## src/rtl/flt_pkg.sv

```systemverilog
// Shared types, constants and helpers for the filter life tracker.
package flt_pkg;

    localparam int CNT_BITS_DEFAULT = 32;
    localparam int LIFE_W           = 28;   // 16-bit hours * 3600
    localparam int PROD_W           = 35;   // 28-bit run * 100
    localparam int PCT_W            = 7;
    localparam int IND_W            = 2;
    localparam int QUOT_W           = 7;    // quotient below 100 whenever run is below life
    localparam int STEP_W           = 3;
    localparam int CFG_IDX_W        = 3;
    localparam int CFG_DATA_W       = 17;

    localparam logic [11:0]      SECS_PER_HOUR = 12'd3600;
    localparam logic [PCT_W-1:0] FULL_PERCENT  = 7'd100;
    localparam logic [STEP_W-1:0] LAST_STEP    = 3'(QUOT_W - 1);

    // register indexes
    localparam logic [CFG_IDX_W-1:0] REG_GREASE_LIFE = 3'd0;
    localparam logic [CFG_IDX_W-1:0] REG_CARBON_LIFE = 3'd1;
    localparam logic [CFG_IDX_W-1:0] REG_WARNING     = 3'd2;
    localparam logic [CFG_IDX_W-1:0] REG_CRITICAL    = 3'd3;
    localparam logic [CFG_IDX_W-1:0] REG_POLL        = 3'd4;
    localparam logic [CFG_IDX_W-1:0] REG_SAVE_INTV   = 3'd5;

    // operations
    localparam logic OP_TICK    = 1'b0;
    localparam logic OP_RESTORE = 1'b1;

    // indication codes
    localparam logic [IND_W-1:0] IND_OK       = 2'd0;
    localparam logic [IND_W-1:0] IND_WARNING  = 2'd1;
    localparam logic [IND_W-1:0] IND_CRITICAL = 2'd2;

    typedef struct packed {
        logic [15:0] grease_life_hours;
        logic [15:0] carbon_life_hours;
        logic [6:0]  warning_percent;
        logic [6:0]  critical_percent;
        logic [11:0] poll_seconds;
        logic [16:0] save_interval_seconds;
    } cfg_t;

    typedef struct packed {
        logic              load;
        logic              update;
        logic              life;
        logic              check;
        logic              divide;
        logic              store;
        logic              publish;
        logic              sel;
        logic [STEP_W-1:0] step;
    } cmd_t;

    typedef struct packed {
        logic [PCT_W-1:0] first_condition;
        logic [IND_W-1:0] first_indication;
        logic [PCT_W-1:0] second_condition;
        logic [IND_W-1:0] second_indication;
        logic [31:0]      total_seconds;
        logic             save_request;
    } res_t;

    function automatic logic [IND_W-1:0] ind_of(input logic [PCT_W-1:0] cond,
                                                 input logic [PCT_W-1:0] warn,
                                                 input logic [PCT_W-1:0] crit);
        logic [IND_W-1:0] ind;
        if (cond <= crit)
            ind = IND_CRITICAL;
        else if (cond <= warn)
            ind = IND_WARNING;
        else
            ind = IND_OK;
        return ind;
    endfunction

endpackage

```

## src/rtl/flt_if.sv

```systemverilog
// Channel interfaces: input items, result items and configuration writes.
interface flt_item_if;
    logic        valid;
    logic        ready;
    logic        operation;
    logic [6:0]  fan_percent;
    logic [31:0] restored_seconds;

    modport source (output valid, output operation, output fan_percent,
                    output restored_seconds, input ready);
    modport sink   (input valid, input operation, input fan_percent,
                    input restored_seconds, output ready);
endinterface

interface flt_result_if;
    logic        valid;
    logic        ready;
    logic [6:0]  first_condition;
    logic [1:0]  first_indication;
    logic [6:0]  second_condition;
    logic [1:0]  second_indication;
    logic [31:0] total_seconds;
    logic        save_request;

    modport source (output valid, output first_condition, output first_indication,
                    output second_condition, output second_indication,
                    output total_seconds, output save_request, input ready);
    modport sink   (input valid, input first_condition, input first_indication,
                    input second_condition, input second_indication,
                    input total_seconds, input save_request, output ready);
endinterface

interface flt_cfg_if;
    logic        valid;
    logic        ready;
    logic [2:0]  index;
    logic [16:0] data;

    modport source (output valid, output index, output data, input ready);
    modport sink   (input valid, input index, input data, output ready);
endinterface

```

## src/rtl/flt_cfg.sv

```systemverilog
// Configuration register file.
module flt_cfg
    import flt_pkg::*;
(
    input  logic clk,
    input  logic rst_n,
    flt_cfg_if.sink cfg,
    output cfg_t cfg_regs
);

    cfg_t cfg_reg;

    assign cfg.ready = 1'b1;
    assign cfg_regs  = cfg_reg;

    always_ff @(posedge clk or negedge rst_n)
    begin
        if (!rst_n)
        begin
            cfg_reg.grease_life_hours     <= 16'd100;
            cfg_reg.carbon_life_hours     <= 16'd200;
            cfg_reg.warning_percent       <= 7'd20;
            cfg_reg.critical_percent      <= 7'd5;
            cfg_reg.poll_seconds          <= 12'd5;
            cfg_reg.save_interval_seconds <= 17'd60;
        end
        else if (cfg.valid)
        begin
            case (cfg.index)
                REG_GREASE_LIFE: cfg_reg.grease_life_hours     <= cfg.data[15:0];
                REG_CARBON_LIFE: cfg_reg.carbon_life_hours     <= cfg.data[15:0];
                REG_WARNING:     cfg_reg.warning_percent       <= cfg.data[6:0];
                REG_CRITICAL:    cfg_reg.critical_percent      <= cfg.data[6:0];
                REG_POLL:        cfg_reg.poll_seconds          <= cfg.data[11:0];
                REG_SAVE_INTV:   cfg_reg.save_interval_seconds <= cfg.data;
                default:         ;  // unknown index: ignored
            endcase
        end
    end

endmodule

```

## src/rtl/flt_dp.sv

```systemverilog
// Datapath: run counters, life products, shared restoring divider, result register.
module flt_dp
    import flt_pkg::*;
#(
    parameter int COUNTER_BITS = CNT_BITS_DEFAULT
)
(
    input  logic        clk,
    input  logic        rst_n,
    input  cmd_t        cmd,
    input  cfg_t        cfg_regs,
    input  logic        item_operation,
    input  logic [6:0]  item_fan_percent,
    input  logic [31:0] item_restored_seconds,
    output res_t        res
);

    localparam int W = (COUNTER_BITS > 32) ? COUNTER_BITS : 32;
    localparam logic [COUNTER_BITS:0] CNT_MAX = {1'b0, {COUNTER_BITS{1'b1}}};

    // captured item
    logic                    op_reg;
    logic                    fan_on_reg;
    logic [31:0]             rest_reg;

    // state
    logic [COUNTER_BITS-1:0] run_reg;
    logic [COUNTER_BITS-1:0] since_reg;
    logic                    save_reg;

    // per-filter work
    logic [LIFE_W-1:0]       life_reg;
    logic [PROD_W-1:0]       prod_reg;
    logic                    big_reg;
    logic                    exceed_reg;
    logic [PROD_W-1:0]       rem_reg;
    logic [QUOT_W-1:0]       quot_reg;
    logic [PCT_W-1:0]        cond0_reg;
    logic [PCT_W-1:0]        cond1_reg;
    res_t                    res_reg;

    logic [COUNTER_BITS:0]   run_sum;
    logic [COUNTER_BITS:0]   since_sum;
    logic [COUNTER_BITS-1:0] run_sat;
    logic [COUNTER_BITS-1:0] since_sat;
    logic                    save_hit;
    logic [W-1:0]            rest_w;
    logic [W-1:0]            max_w;
    logic [W-1:0]            rest_sat;
    logic [W-1:0]            run_w;
    logic [LIFE_W-1:0]       run_lo;
    logic [15:0]             hours_sel;
    logic [PROD_W-1:0]       shifted;
    logic [PCT_W-1:0]        cond_new;

    assign run_sum   = {1'b0, run_reg} + (COUNTER_BITS+1)'(cfg_regs.poll_seconds);
    assign since_sum = {1'b0, since_reg} + (COUNTER_BITS+1)'(cfg_regs.poll_seconds);
    assign run_sat   = (run_sum > CNT_MAX) ? CNT_MAX[COUNTER_BITS-1:0]
                                           : run_sum[COUNTER_BITS-1:0];
    assign since_sat = (since_sum > CNT_MAX) ? CNT_MAX[COUNTER_BITS-1:0]
                                             : since_sum[COUNTER_BITS-1:0];
    assign save_hit  = since_sat >= COUNTER_BITS'(cfg_regs.save_interval_seconds);

    assign rest_w   = W'(rest_reg);
    assign max_w    = W'(CNT_MAX);
    assign rest_sat = (rest_w > max_w) ? max_w : rest_w;

    assign run_w     = W'(run_reg);
    assign run_lo    = run_w[LIFE_W-1:0];
    assign hours_sel = cmd.sel ? cfg_regs.carbon_life_hours : cfg_regs.grease_life_hours;
    assign shifted   = PROD_W'(life_reg) << cmd.step;
    assign cond_new  = exceed_reg ? '0 : FULL_PERCENT - quot_reg;

    assign res = res_reg;

    // control state: counters reset to zero
    always_ff @(posedge clk or negedge rst_n)
    begin
        if (!rst_n)
        begin
            run_reg   <= '0;
            since_reg <= '0;
        end
        else if (cmd.update)
        begin
            if (op_reg == OP_RESTORE)
            begin
                run_reg   <= rest_sat[COUNTER_BITS-1:0];
                since_reg <= '0;
            end
            else if (fan_on_reg)
            begin
                run_reg   <= run_sat;
                since_reg <= save_hit ? '0 : since_sat;
            end
        end
    end

    // payload registers
    always_ff @(posedge clk)
    begin
        if (cmd.load)
        begin
            op_reg     <= item_operation;
            fan_on_reg <= |item_fan_percent;
            rest_reg   <= item_restored_seconds;
        end
        if (cmd.update)
            save_reg <= (op_reg == OP_TICK) && fan_on_reg && save_hit;
        if (cmd.life)
        begin
            life_reg <= LIFE_W'(hours_sel) * LIFE_W'(SECS_PER_HOUR);
            prod_reg <= PROD_W'(run_lo) * PROD_W'(FULL_PERCENT);
            big_reg  <= run_w >= (W'(1) << LIFE_W);
        end
        if (cmd.check)
        begin
            exceed_reg <= big_reg || (run_lo >= life_reg);
            rem_reg    <= prod_reg;
            quot_reg   <= '0;
        end
        if (cmd.divide && (rem_reg >= shifted))
        begin
            rem_reg  <= rem_reg - shifted;
            quot_reg <= quot_reg | (QUOT_W'(1) << cmd.step);
        end
        if (cmd.store)
        begin
            if (cmd.sel)
                cond1_reg <= cond_new;
            else
                cond0_reg <= cond_new;
        end
        if (cmd.publish)
        begin
            res_reg.first_condition   <= cond0_reg;
            res_reg.first_indication  <= ind_of(cond0_reg, cfg_regs.warning_percent,
                                                cfg_regs.critical_percent);
            res_reg.second_condition  <= cond1_reg;
            res_reg.second_indication <= ind_of(cond1_reg, cfg_regs.warning_percent,
                                                cfg_regs.critical_percent);
            res_reg.total_seconds     <= (run_w > W'(32'hFFFF_FFFF)) ? 32'hFFFF_FFFF
                                                                    : run_w[31:0];
            res_reg.save_request      <= save_reg;
        end
    end

endmodule

```

## src/rtl/flt_ctrl.sv

```systemverilog
// Controller: sequences counter update, two life divisions and result hand-off.
module flt_ctrl
    import flt_pkg::*;
(
    input  logic clk,
    input  logic rst_n,
    input  logic in_valid,
    output logic in_ready,
    output logic out_valid,
    input  logic out_ready,
    output cmd_t cmd
);

    localparam logic [2:0] S_IDLE   = 3'd0;
    localparam logic [2:0] S_UPDATE = 3'd1;
    localparam logic [2:0] S_LIFE   = 3'd2;
    localparam logic [2:0] S_CHECK  = 3'd3;
    localparam logic [2:0] S_DIV    = 3'd4;
    localparam logic [2:0] S_STORE  = 3'd5;
    localparam logic [2:0] S_FINISH = 3'd6;

    logic [2:0]        state_reg, state_next;
    logic [STEP_W-1:0] step_reg, step_next;
    logic              sel_reg, sel_next;
    logic              out_valid_reg, out_valid_next;
    logic              publish;

    assign in_ready  = (state_reg == S_IDLE);
    assign out_valid = out_valid_reg;
    assign publish   = (state_reg == S_FINISH) && (!out_valid_reg || out_ready);

    always_comb
    begin
        cmd         = '0;
        cmd.load    = in_ready && in_valid;
        cmd.update  = (state_reg == S_UPDATE);
        cmd.life    = (state_reg == S_LIFE);
        cmd.check   = (state_reg == S_CHECK);
        cmd.divide  = (state_reg == S_DIV);
        cmd.store   = (state_reg == S_STORE);
        cmd.publish = publish;
        cmd.sel     = sel_reg;
        cmd.step    = step_reg;
    end

    always_comb
    begin
        state_next     = state_reg;
        step_next      = step_reg;
        sel_next       = sel_reg;
        out_valid_next = out_valid_reg;
        if (out_valid_reg && out_ready)
            out_valid_next = 1'b0;
        case (state_reg)
            S_IDLE:
            begin
                if (in_valid)
                    state_next = S_UPDATE;
            end
            S_UPDATE:
            begin
                sel_next   = 1'b0;
                state_next = S_LIFE;
            end
            S_LIFE:
                state_next = S_CHECK;
            S_CHECK:
            begin
                step_next  = LAST_STEP;
                state_next = S_DIV;
            end
            S_DIV:
            begin
                if (step_reg == '0)
                    state_next = S_STORE;
                else
                    step_next = step_reg - 1'b1;
            end
            S_STORE:
            begin
                if (sel_reg)
                    state_next = S_FINISH;
                else
                begin
                    sel_next   = 1'b1;
                    state_next = S_LIFE;
                end
            end
            S_FINISH:
            begin
                if (publish)
                begin
                    out_valid_next = 1'b1;
                    state_next     = S_IDLE;
                end
            end
            default:
                state_next = S_IDLE;
        endcase
    end

    always_ff @(posedge clk or negedge rst_n)
    begin
        if (!rst_n)
        begin
            state_reg     <= S_IDLE;
            step_reg      <= '0;
            sel_reg       <= 1'b0;
            out_valid_reg <= 1'b0;
        end
        else
        begin
            state_reg     <= state_next;
            step_reg      <= step_next;
            sel_reg       <= sel_next;
            out_valid_reg <= out_valid_next;
        end
    end

endmodule

```

## src/rtl/filter_life_tracker.sv

```systemverilog
// Filter service-life meter for two filters: top level.
//
// Channels (valid/ready, a word moves when both are high at a rising edge):
//   items   - operation (0 poll tick, 1 restore), fan_percent, restored_seconds
//   results - per-filter remaining percent and indication, total run seconds,
//             save request; exactly one result word per item word
//   cfg     - register writes (index, data); always ready, unknown indexes dropped
// Sequence: after an item is accepted, the UPDATE state updates the run and
//   since-save counters, each filter then goes through life product, exceed
//   check, 7-step restoring division and store on one shared divider, and
//   the FINISH state loads the output register. A new item is taken only in
//   the idle state, after the previous one has reached the output register.
// The result sits in an output register: a new item is accepted while the
//   previous result waits; if the receiver stalls, the finished item waits in
//   the last step until the output register frees up, and items stop there.
// Reset (rst_n, async, active low): counters clear, config takes its defaults.
// Config must be written only while no item is in flight.
module filter_life_tracker
    import flt_pkg::*;
#(
    parameter int COUNTER_BITS = CNT_BITS_DEFAULT
)
(
    input  logic clk,
    input  logic rst_n,
    flt_item_if.sink     items,
    flt_result_if.source results,
    flt_cfg_if.sink      cfg
);

    cfg_t cfg_regs;
    cmd_t cmd;
    res_t res;

    flt_cfg u_cfg (
        .clk      (clk),
        .rst_n    (rst_n),
        .cfg      (cfg),
        .cfg_regs (cfg_regs)
    );

    flt_ctrl u_ctrl (
        .clk       (clk),
        .rst_n     (rst_n),
        .in_valid  (items.valid),
        .in_ready  (items.ready),
        .out_valid (results.valid),
        .out_ready (results.ready),
        .cmd       (cmd)
    );

    flt_dp #(
        .COUNTER_BITS (COUNTER_BITS)
    ) u_dp (
        .clk                   (clk),
        .rst_n                 (rst_n),
        .cmd                   (cmd),
        .cfg_regs              (cfg_regs),
        .item_operation        (items.operation),
        .item_fan_percent      (items.fan_percent),
        .item_restored_seconds (items.restored_seconds),
        .res                   (res)
    );

    // break out the result word onto the channel
    assign results.first_condition   = res.first_condition;
    assign results.first_indication  = res.first_indication;
    assign results.second_condition  = res.second_condition;
    assign results.second_indication = res.second_indication;
    assign results.total_seconds     = res.total_seconds;
    assign results.save_request      = res.save_request;

endmodule

```

## src/flat_wrapper.sv

```systemverilog
// flat-port wrapper written by rule: the top's interface ports become plain ports
module filter_life_tracker_flat import flt_pkg::*;
#(
    parameter int COUNTER_BITS = CNT_BITS_DEFAULT
)
  (clk, rst_n, items_valid, items_operation, items_fan_percent, items_restored_seconds, items_ready, results_valid, results_first_condition, results_first_indication, results_second_condition, results_second_indication, results_total_seconds, results_save_request, results_ready, cfg_valid, cfg_index, cfg_data, cfg_ready);
  flt_item_if items_i ();
  flt_result_if results_i ();
  flt_cfg_if cfg_i ();
  input  logic clk;
  input  logic rst_n;
  input wire logic [$bits(items_i.valid)-1:0] items_valid;
  input wire logic [$bits(items_i.operation)-1:0] items_operation;
  input wire logic [$bits(items_i.fan_percent)-1:0] items_fan_percent;
  input wire logic [$bits(items_i.restored_seconds)-1:0] items_restored_seconds;
  output wire logic [$bits(items_i.ready)-1:0] items_ready;
  output wire logic [$bits(results_i.valid)-1:0] results_valid;
  output wire logic [$bits(results_i.first_condition)-1:0] results_first_condition;
  output wire logic [$bits(results_i.first_indication)-1:0] results_first_indication;
  output wire logic [$bits(results_i.second_condition)-1:0] results_second_condition;
  output wire logic [$bits(results_i.second_indication)-1:0] results_second_indication;
  output wire logic [$bits(results_i.total_seconds)-1:0] results_total_seconds;
  output wire logic [$bits(results_i.save_request)-1:0] results_save_request;
  input wire logic [$bits(results_i.ready)-1:0] results_ready;
  input wire logic [$bits(cfg_i.valid)-1:0] cfg_valid;
  input wire logic [$bits(cfg_i.index)-1:0] cfg_index;
  input wire logic [$bits(cfg_i.data)-1:0] cfg_data;
  output wire logic [$bits(cfg_i.ready)-1:0] cfg_ready;
  assign items_i.valid = items_valid;
  assign items_i.operation = items_operation;
  assign items_i.fan_percent = items_fan_percent;
  assign items_i.restored_seconds = items_restored_seconds;
  assign items_ready = items_i.ready;
  assign results_valid = results_i.valid;
  assign results_first_condition = results_i.first_condition;
  assign results_first_indication = results_i.first_indication;
  assign results_second_condition = results_i.second_condition;
  assign results_second_indication = results_i.second_indication;
  assign results_total_seconds = results_i.total_seconds;
  assign results_save_request = results_i.save_request;
  assign results_i.ready = results_ready;
  assign cfg_i.valid = cfg_valid;
  assign cfg_i.index = cfg_index;
  assign cfg_i.data = cfg_data;
  assign cfg_ready = cfg_i.ready;
  filter_life_tracker #(.COUNTER_BITS(COUNTER_BITS)) u_core (.clk(clk), .rst_n(rst_n), .items(items_i), .results(results_i), .cfg(cfg_i));
endmodule
```

## config.mk

```make
export PLATFORM = sky130hd
export DESIGN_NAME = filter_life_tracker_flat
export DESIGN_NICKNAME = d
export VERILOG_FILES = /design/src/rtl/flt_pkg.sv /design/src/rtl/flt_if.sv /design/src/rtl/flt_cfg.sv /design/src/rtl/flt_dp.sv /design/src/rtl/flt_ctrl.sv /design/src/rtl/filter_life_tracker.sv /design/src/flat_wrapper.sv
export SDC_FILE = /design/constraint.sdc
export NUM_CORES = 1
export LEC_CHECK = 0
export ABC_AREA = 1
export BUFFER_PORTS_ARGS = -buffer_cell sky130_fd_sc_hd__buf_2
export CAP_MARGIN = 25
export CELL_PAD_IN_SITES_DETAIL_PLACEMENT = 1
export CELL_PAD_IN_SITES_GLOBAL_PLACEMENT = 2
export CORE_MARGIN = 3
export CORE_UTILIZATION = 39
export DETAILED_ROUTE_END_ITERATION = 6
export PLACE_DENSITY_LB_ADDON = 0.05
export SYNTH_ARGS = -nofsm -noshare
export SYNTH_HDL_FRONTEND = slang
export SYNTH_SLANG_ARGS = --single-unit
```

## constraint.sdc

```tcl
create_clock -name clk -period 6 [get_ports clk]
set_input_delay 0.9 -clock clk [delete_from_list [all_inputs] [get_ports clk]]
set_output_delay 0.9 -clock clk [all_outputs]
set_load 0.02 [all_outputs]
```

==> results_dict.tcl <==
set metrics [dict create \
    outcome "finished clean" \
    hold_viol 0 \
    crit_type "reg2reg" \
    worst-path-buf-inv 4 \
    tightest_slew_ns 0.9476 \
    postRouteWirelength_um 79130 \
    cts_resized 0 \
    cts.sinks 346 \
    layout.nets 3527 \
    via_per_inst 5.145 \
    die_h_um 260.1 \
    fill_cells 7548 \
    dieArea_um2 67660 \
    die_w_um 260.1 \
    synth_compound_area_share_pct 11.15 \
    cap_violations 0 \
    clockBufferDepth 3 \
    cts_setup_buffers 0 \
    drc 0 \
    gp_congestion 0.8598 \
    final_max_slew_viol_count 0 \
    drt_iter0_drc 870 \
    max_freq_ghz 0.1887 \
    drive_gt1_share_pct 9.134 \
    area_growth_pct 11.85 \
    syn_area_um2 25180 \
    r2r_slack_ns 0.70 \
    cts_max_level 2 \
    syn-num-nets 3414 \
    fin_tns_setup_ns 0 \
    synthDistinctLibCells 60 \
    detail-route-antenna-nets 0 \
    rows 92 \
    grt_pass1_wl_um 123000 \
    grtUsageMet2_pct 39.05 \
    endpoint_kind "flop" \
    clock_skew_ns 0.02569 \
    yosys_warnings 0 \
    synth.avg_cell_area_um2 8.378 \
    critical-path-top-delay-family "adder cells" \
    required_ns 6.31 \
    synth_mux_area_share_pct 0.2782 \
    numCtsBuffers 43 \
    synth-simple-area-share_pct 19.95 \
    fin_crit_sh_pct 88.34 \
    synth_xor_area_share_pct 3.930 \
    dp_hpwl_um 63760 \
    cts_hold_buf 0 \
    cp.depth 22 \
    cp_slowest_stage_delay_ns 0.65 \
    grt_max_degree 60 \
    reg2reg_depth 22 \
    finalSetupViolCount 0 \
    busiest_layer "met2" \
    timing.rr.end "u_core.u_dp.life_reg[25]" \
    synth_top_family_by_area "simple AND/OR/NAND/NOR gates" \
    syn_inst 3006 \
    grt_setup_unrepaired "no" \
    use_met3_pct 2.678 \
    cts_root_buf "clkbuf_16" \
    crit_chain "inv_1 > or2_2 > o21ai_0 > inv_1 > fa_1 > ha_1 > inv_1 > fa_1 > inv_1 > ha_1 > ha_1 > nand2_1 > nor3_1 > nand2_1 > nand2_1 > nand2_1 > nand2_1 > a21oi_1 > o21ai_0 > nand2_1 > nand2_1 > xor2_1" \
    hold_class "in2async" \
    worst_r2r_startpoint "u_core.u_ctrl.sel_reg" \
    synth_edf_count 199 \
    largest_reg_flops 75 \
    clkTransAtPathRegs_ns 0.06 \
    grtUsageTotal_pct 23.33 \
    crit_slowest_cell "dfrtp_1" \
    multi_input_area_um2 13590 \
    antenna_found_initial 1 \
    ys_seq_area_share_pct 38.41 \
    grt_overflow 0 \
    grt_pass1_vias 21750 \
    num_vias 20570 \
    synthFlopType "edfxtp_1" \
    met1_usage_pct 32.77 \
    cts_tree "yes" \
    async_flop_share_pct 42.49 \
    antennaDiodeCount 0 \
    seqCellArea_um2 9674 \
    first_pass_iters 5 \
    ios 119 \
    relSlewSlack_pct 36.68 \
    routedWlPerCell_um 19.79 \
    synthAdderAreaFrac_pct 18.50 \
    cp_max_fo 18 \
    final_util_pct 44.41 \
    arrival_ns 5.61 \
    ys_seq_elements 346 \
    core_area_um2 63430 \
    cpMostUsedCell "nand2_1" \
    start_kind "flop" \
    port_buffers 117 \
    initial_utilization_pct 39.71 \
    clock_latency_ns 0.58 \
    final.min_clock_period_ns 5.300 \
]
-- synthesized netlist by cell type, types with 5 or more instances --
| master | instances | share of area (%) |
|---|---|---|
| nand2_1 | 708 | 11 |
| nand2_2 | 17 | 0.42 |
| nor2_1 | 193 | 2.9 |
| xnor2_1 | 43 | 1.5 |
| nor4_1 | 6 | 0.15 |
| buf_2 | 12 | 0.24 |
| a31oi_1 | 10 | 0.25 |
| nand3_2 | 6 | 0.24 |
| edfxtp_1 | 199 | 24 |
| fa_1 | 49 | 3.9 |
| xor2_1 | 70 | 2.4 |
| nand3_1 | 107 | 2.1 |
| clkbuf_1 | 48 | 0.72 |
| a21o_1 | 8 | 0.24 |
| a21boi_0 | 6 | 0.18 |
| o21bai_1 | 13 | 0.39 |
| inv_2 | 5 | 0.075 |
| o22ai_1 | 11 | 0.27 |
| o21ai_1 | 14 | 0.28 |
| o21a_1 | 7 | 0.21 |
| dfstp_2 | 16 | 1.7 |
| nand4_1 | 45 | 1.1 |
| mux2i_1 | 7 | 0.28 |
| o21ai_0 | 251 | 5.0 |
| nor3_1 | 37 | 0.74 |
| ha_1 | 294 | 15 |
| or2_2 | 13 | 0.32 |
| nor2_4 | 7 | 0.31 |
| inv_1 | 437 | 6.5 |
| a21oi_1 | 166 | 3.3 |
| o211ai_1 | 7 | 0.21 |
| dfrtp_1 | 131 | 13 |
| nand3b_1 | 7 | 0.21 |
| o221ai_1 | 6 | 0.21 |
| a211oi_1 | 6 | 0.18 |
-- worst register-to-register path, stage by stage (launching register included) --
cell and delay, ns:
dfrtp_1 0.65, inv_1 0.36, or2_2 0.36, o21ai_0 0.15, inv_1 0.21, fa_1 0.51, ha_1 0.29, inv_1 0.05
fa_1 0.51, inv_1 0.04, ha_1 0.28, ha_1 0.36, nand2_1 0.09, nor3_1 0.13, nand2_1 0.07, nand2_1 0.12
nand2_1 0.07, nand2_1 0.07, a21oi_1 0.09, o21ai_0 0.36, nand2_1 0.11, nand2_1 0.09, xor2_1 0.06
-- layout by cell type (no fill, tap or decap), types with 16 or more instances in the layout --
master,Yosys,routed
nand2_1,708,707
inv_1,437,437
ha_1,294,294
o21ai_0,251,251
edfxtp_1,199,199
nor2_1,193,190
a21oi_1,166,166
dfrtp_1,131,131
buf_2,12,116
nand3_1,107,107
xor2_1,70,70
fa_1,49,49
nand4_1,45,45
clkbuf_16,0,44
xnor2_1,43,43
nor3_1,37,37
nand2_2,17,18
dfstp_2,16,16
-- worst max path at each step --
stage / to / slack, ns / start
after floorplan: u_core.u_dp.life_reg[25] / 1.56 / u_core.u_ctrl.sel_reg
after global placement: u_core.u_dp.life_reg[25] / 0.84 / u_core.u_ctrl.sel_reg
after detailed placement: u_core.u_dp.life_reg[25] / 0.70 / u_core.u_ctrl.sel_reg
after CTS: u_core.u_dp.life_reg[25] / 0.66 / u_core.u_ctrl.sel_reg
after global routing: u_core.u_dp.life_reg[27] / 0.15 / u_core.u_ctrl.sel_reg
final: u_core.u_dp.life_reg[25] / 0.70 / u_core.u_ctrl.sel_reg
-- cell type report --
type | instances | share of cell area (%)
timing repair buffer | 133 | 2.572
clock buffer | 50 | 4.024
inverter | 443 | 5.903
clock inverter | 29 | 1.155
multi-input combinational | 2152 | 48.25
tap | 846 | 3.758
sequential | 346 | 34.34
-- logic make-up after synthesis --
group           Yosys count
mux                       7
xor+xnor                113
compound gates          518
simple gates           1170
other cells               1
fa+ha+maj               343
buf+inv                 508
flops                   346
-- metal layers --
| layer | vias up | part of all wire [%] |
|---|---|---|
| met1 | 10070 | 48 |
| met2 | 276 | 47 |
| met5 | - | 0 |
| met3 | 73 | 3.3 |
| li1 | 10160 | - |
| met4 | 0 | 1.6 |
-- metrics by stage --
stage	cells	setup slack, ns	area [um2]	hold slack [ns]
floorplan	3006	1.558	25180	0.4003
global placement	3919	0.8448	26690	0.4179
detailed placement	3919	0.7042	26690	0.4248
CTS	3998	0.6622	28150	0.2294
global route	3999	0.1463	28170	0.2488
finish	3999	0.6996	28170	0.2444
Power is not shown: default switching activity piles up to over one toggle a cycle in this logic, so the estimate is an artifact.
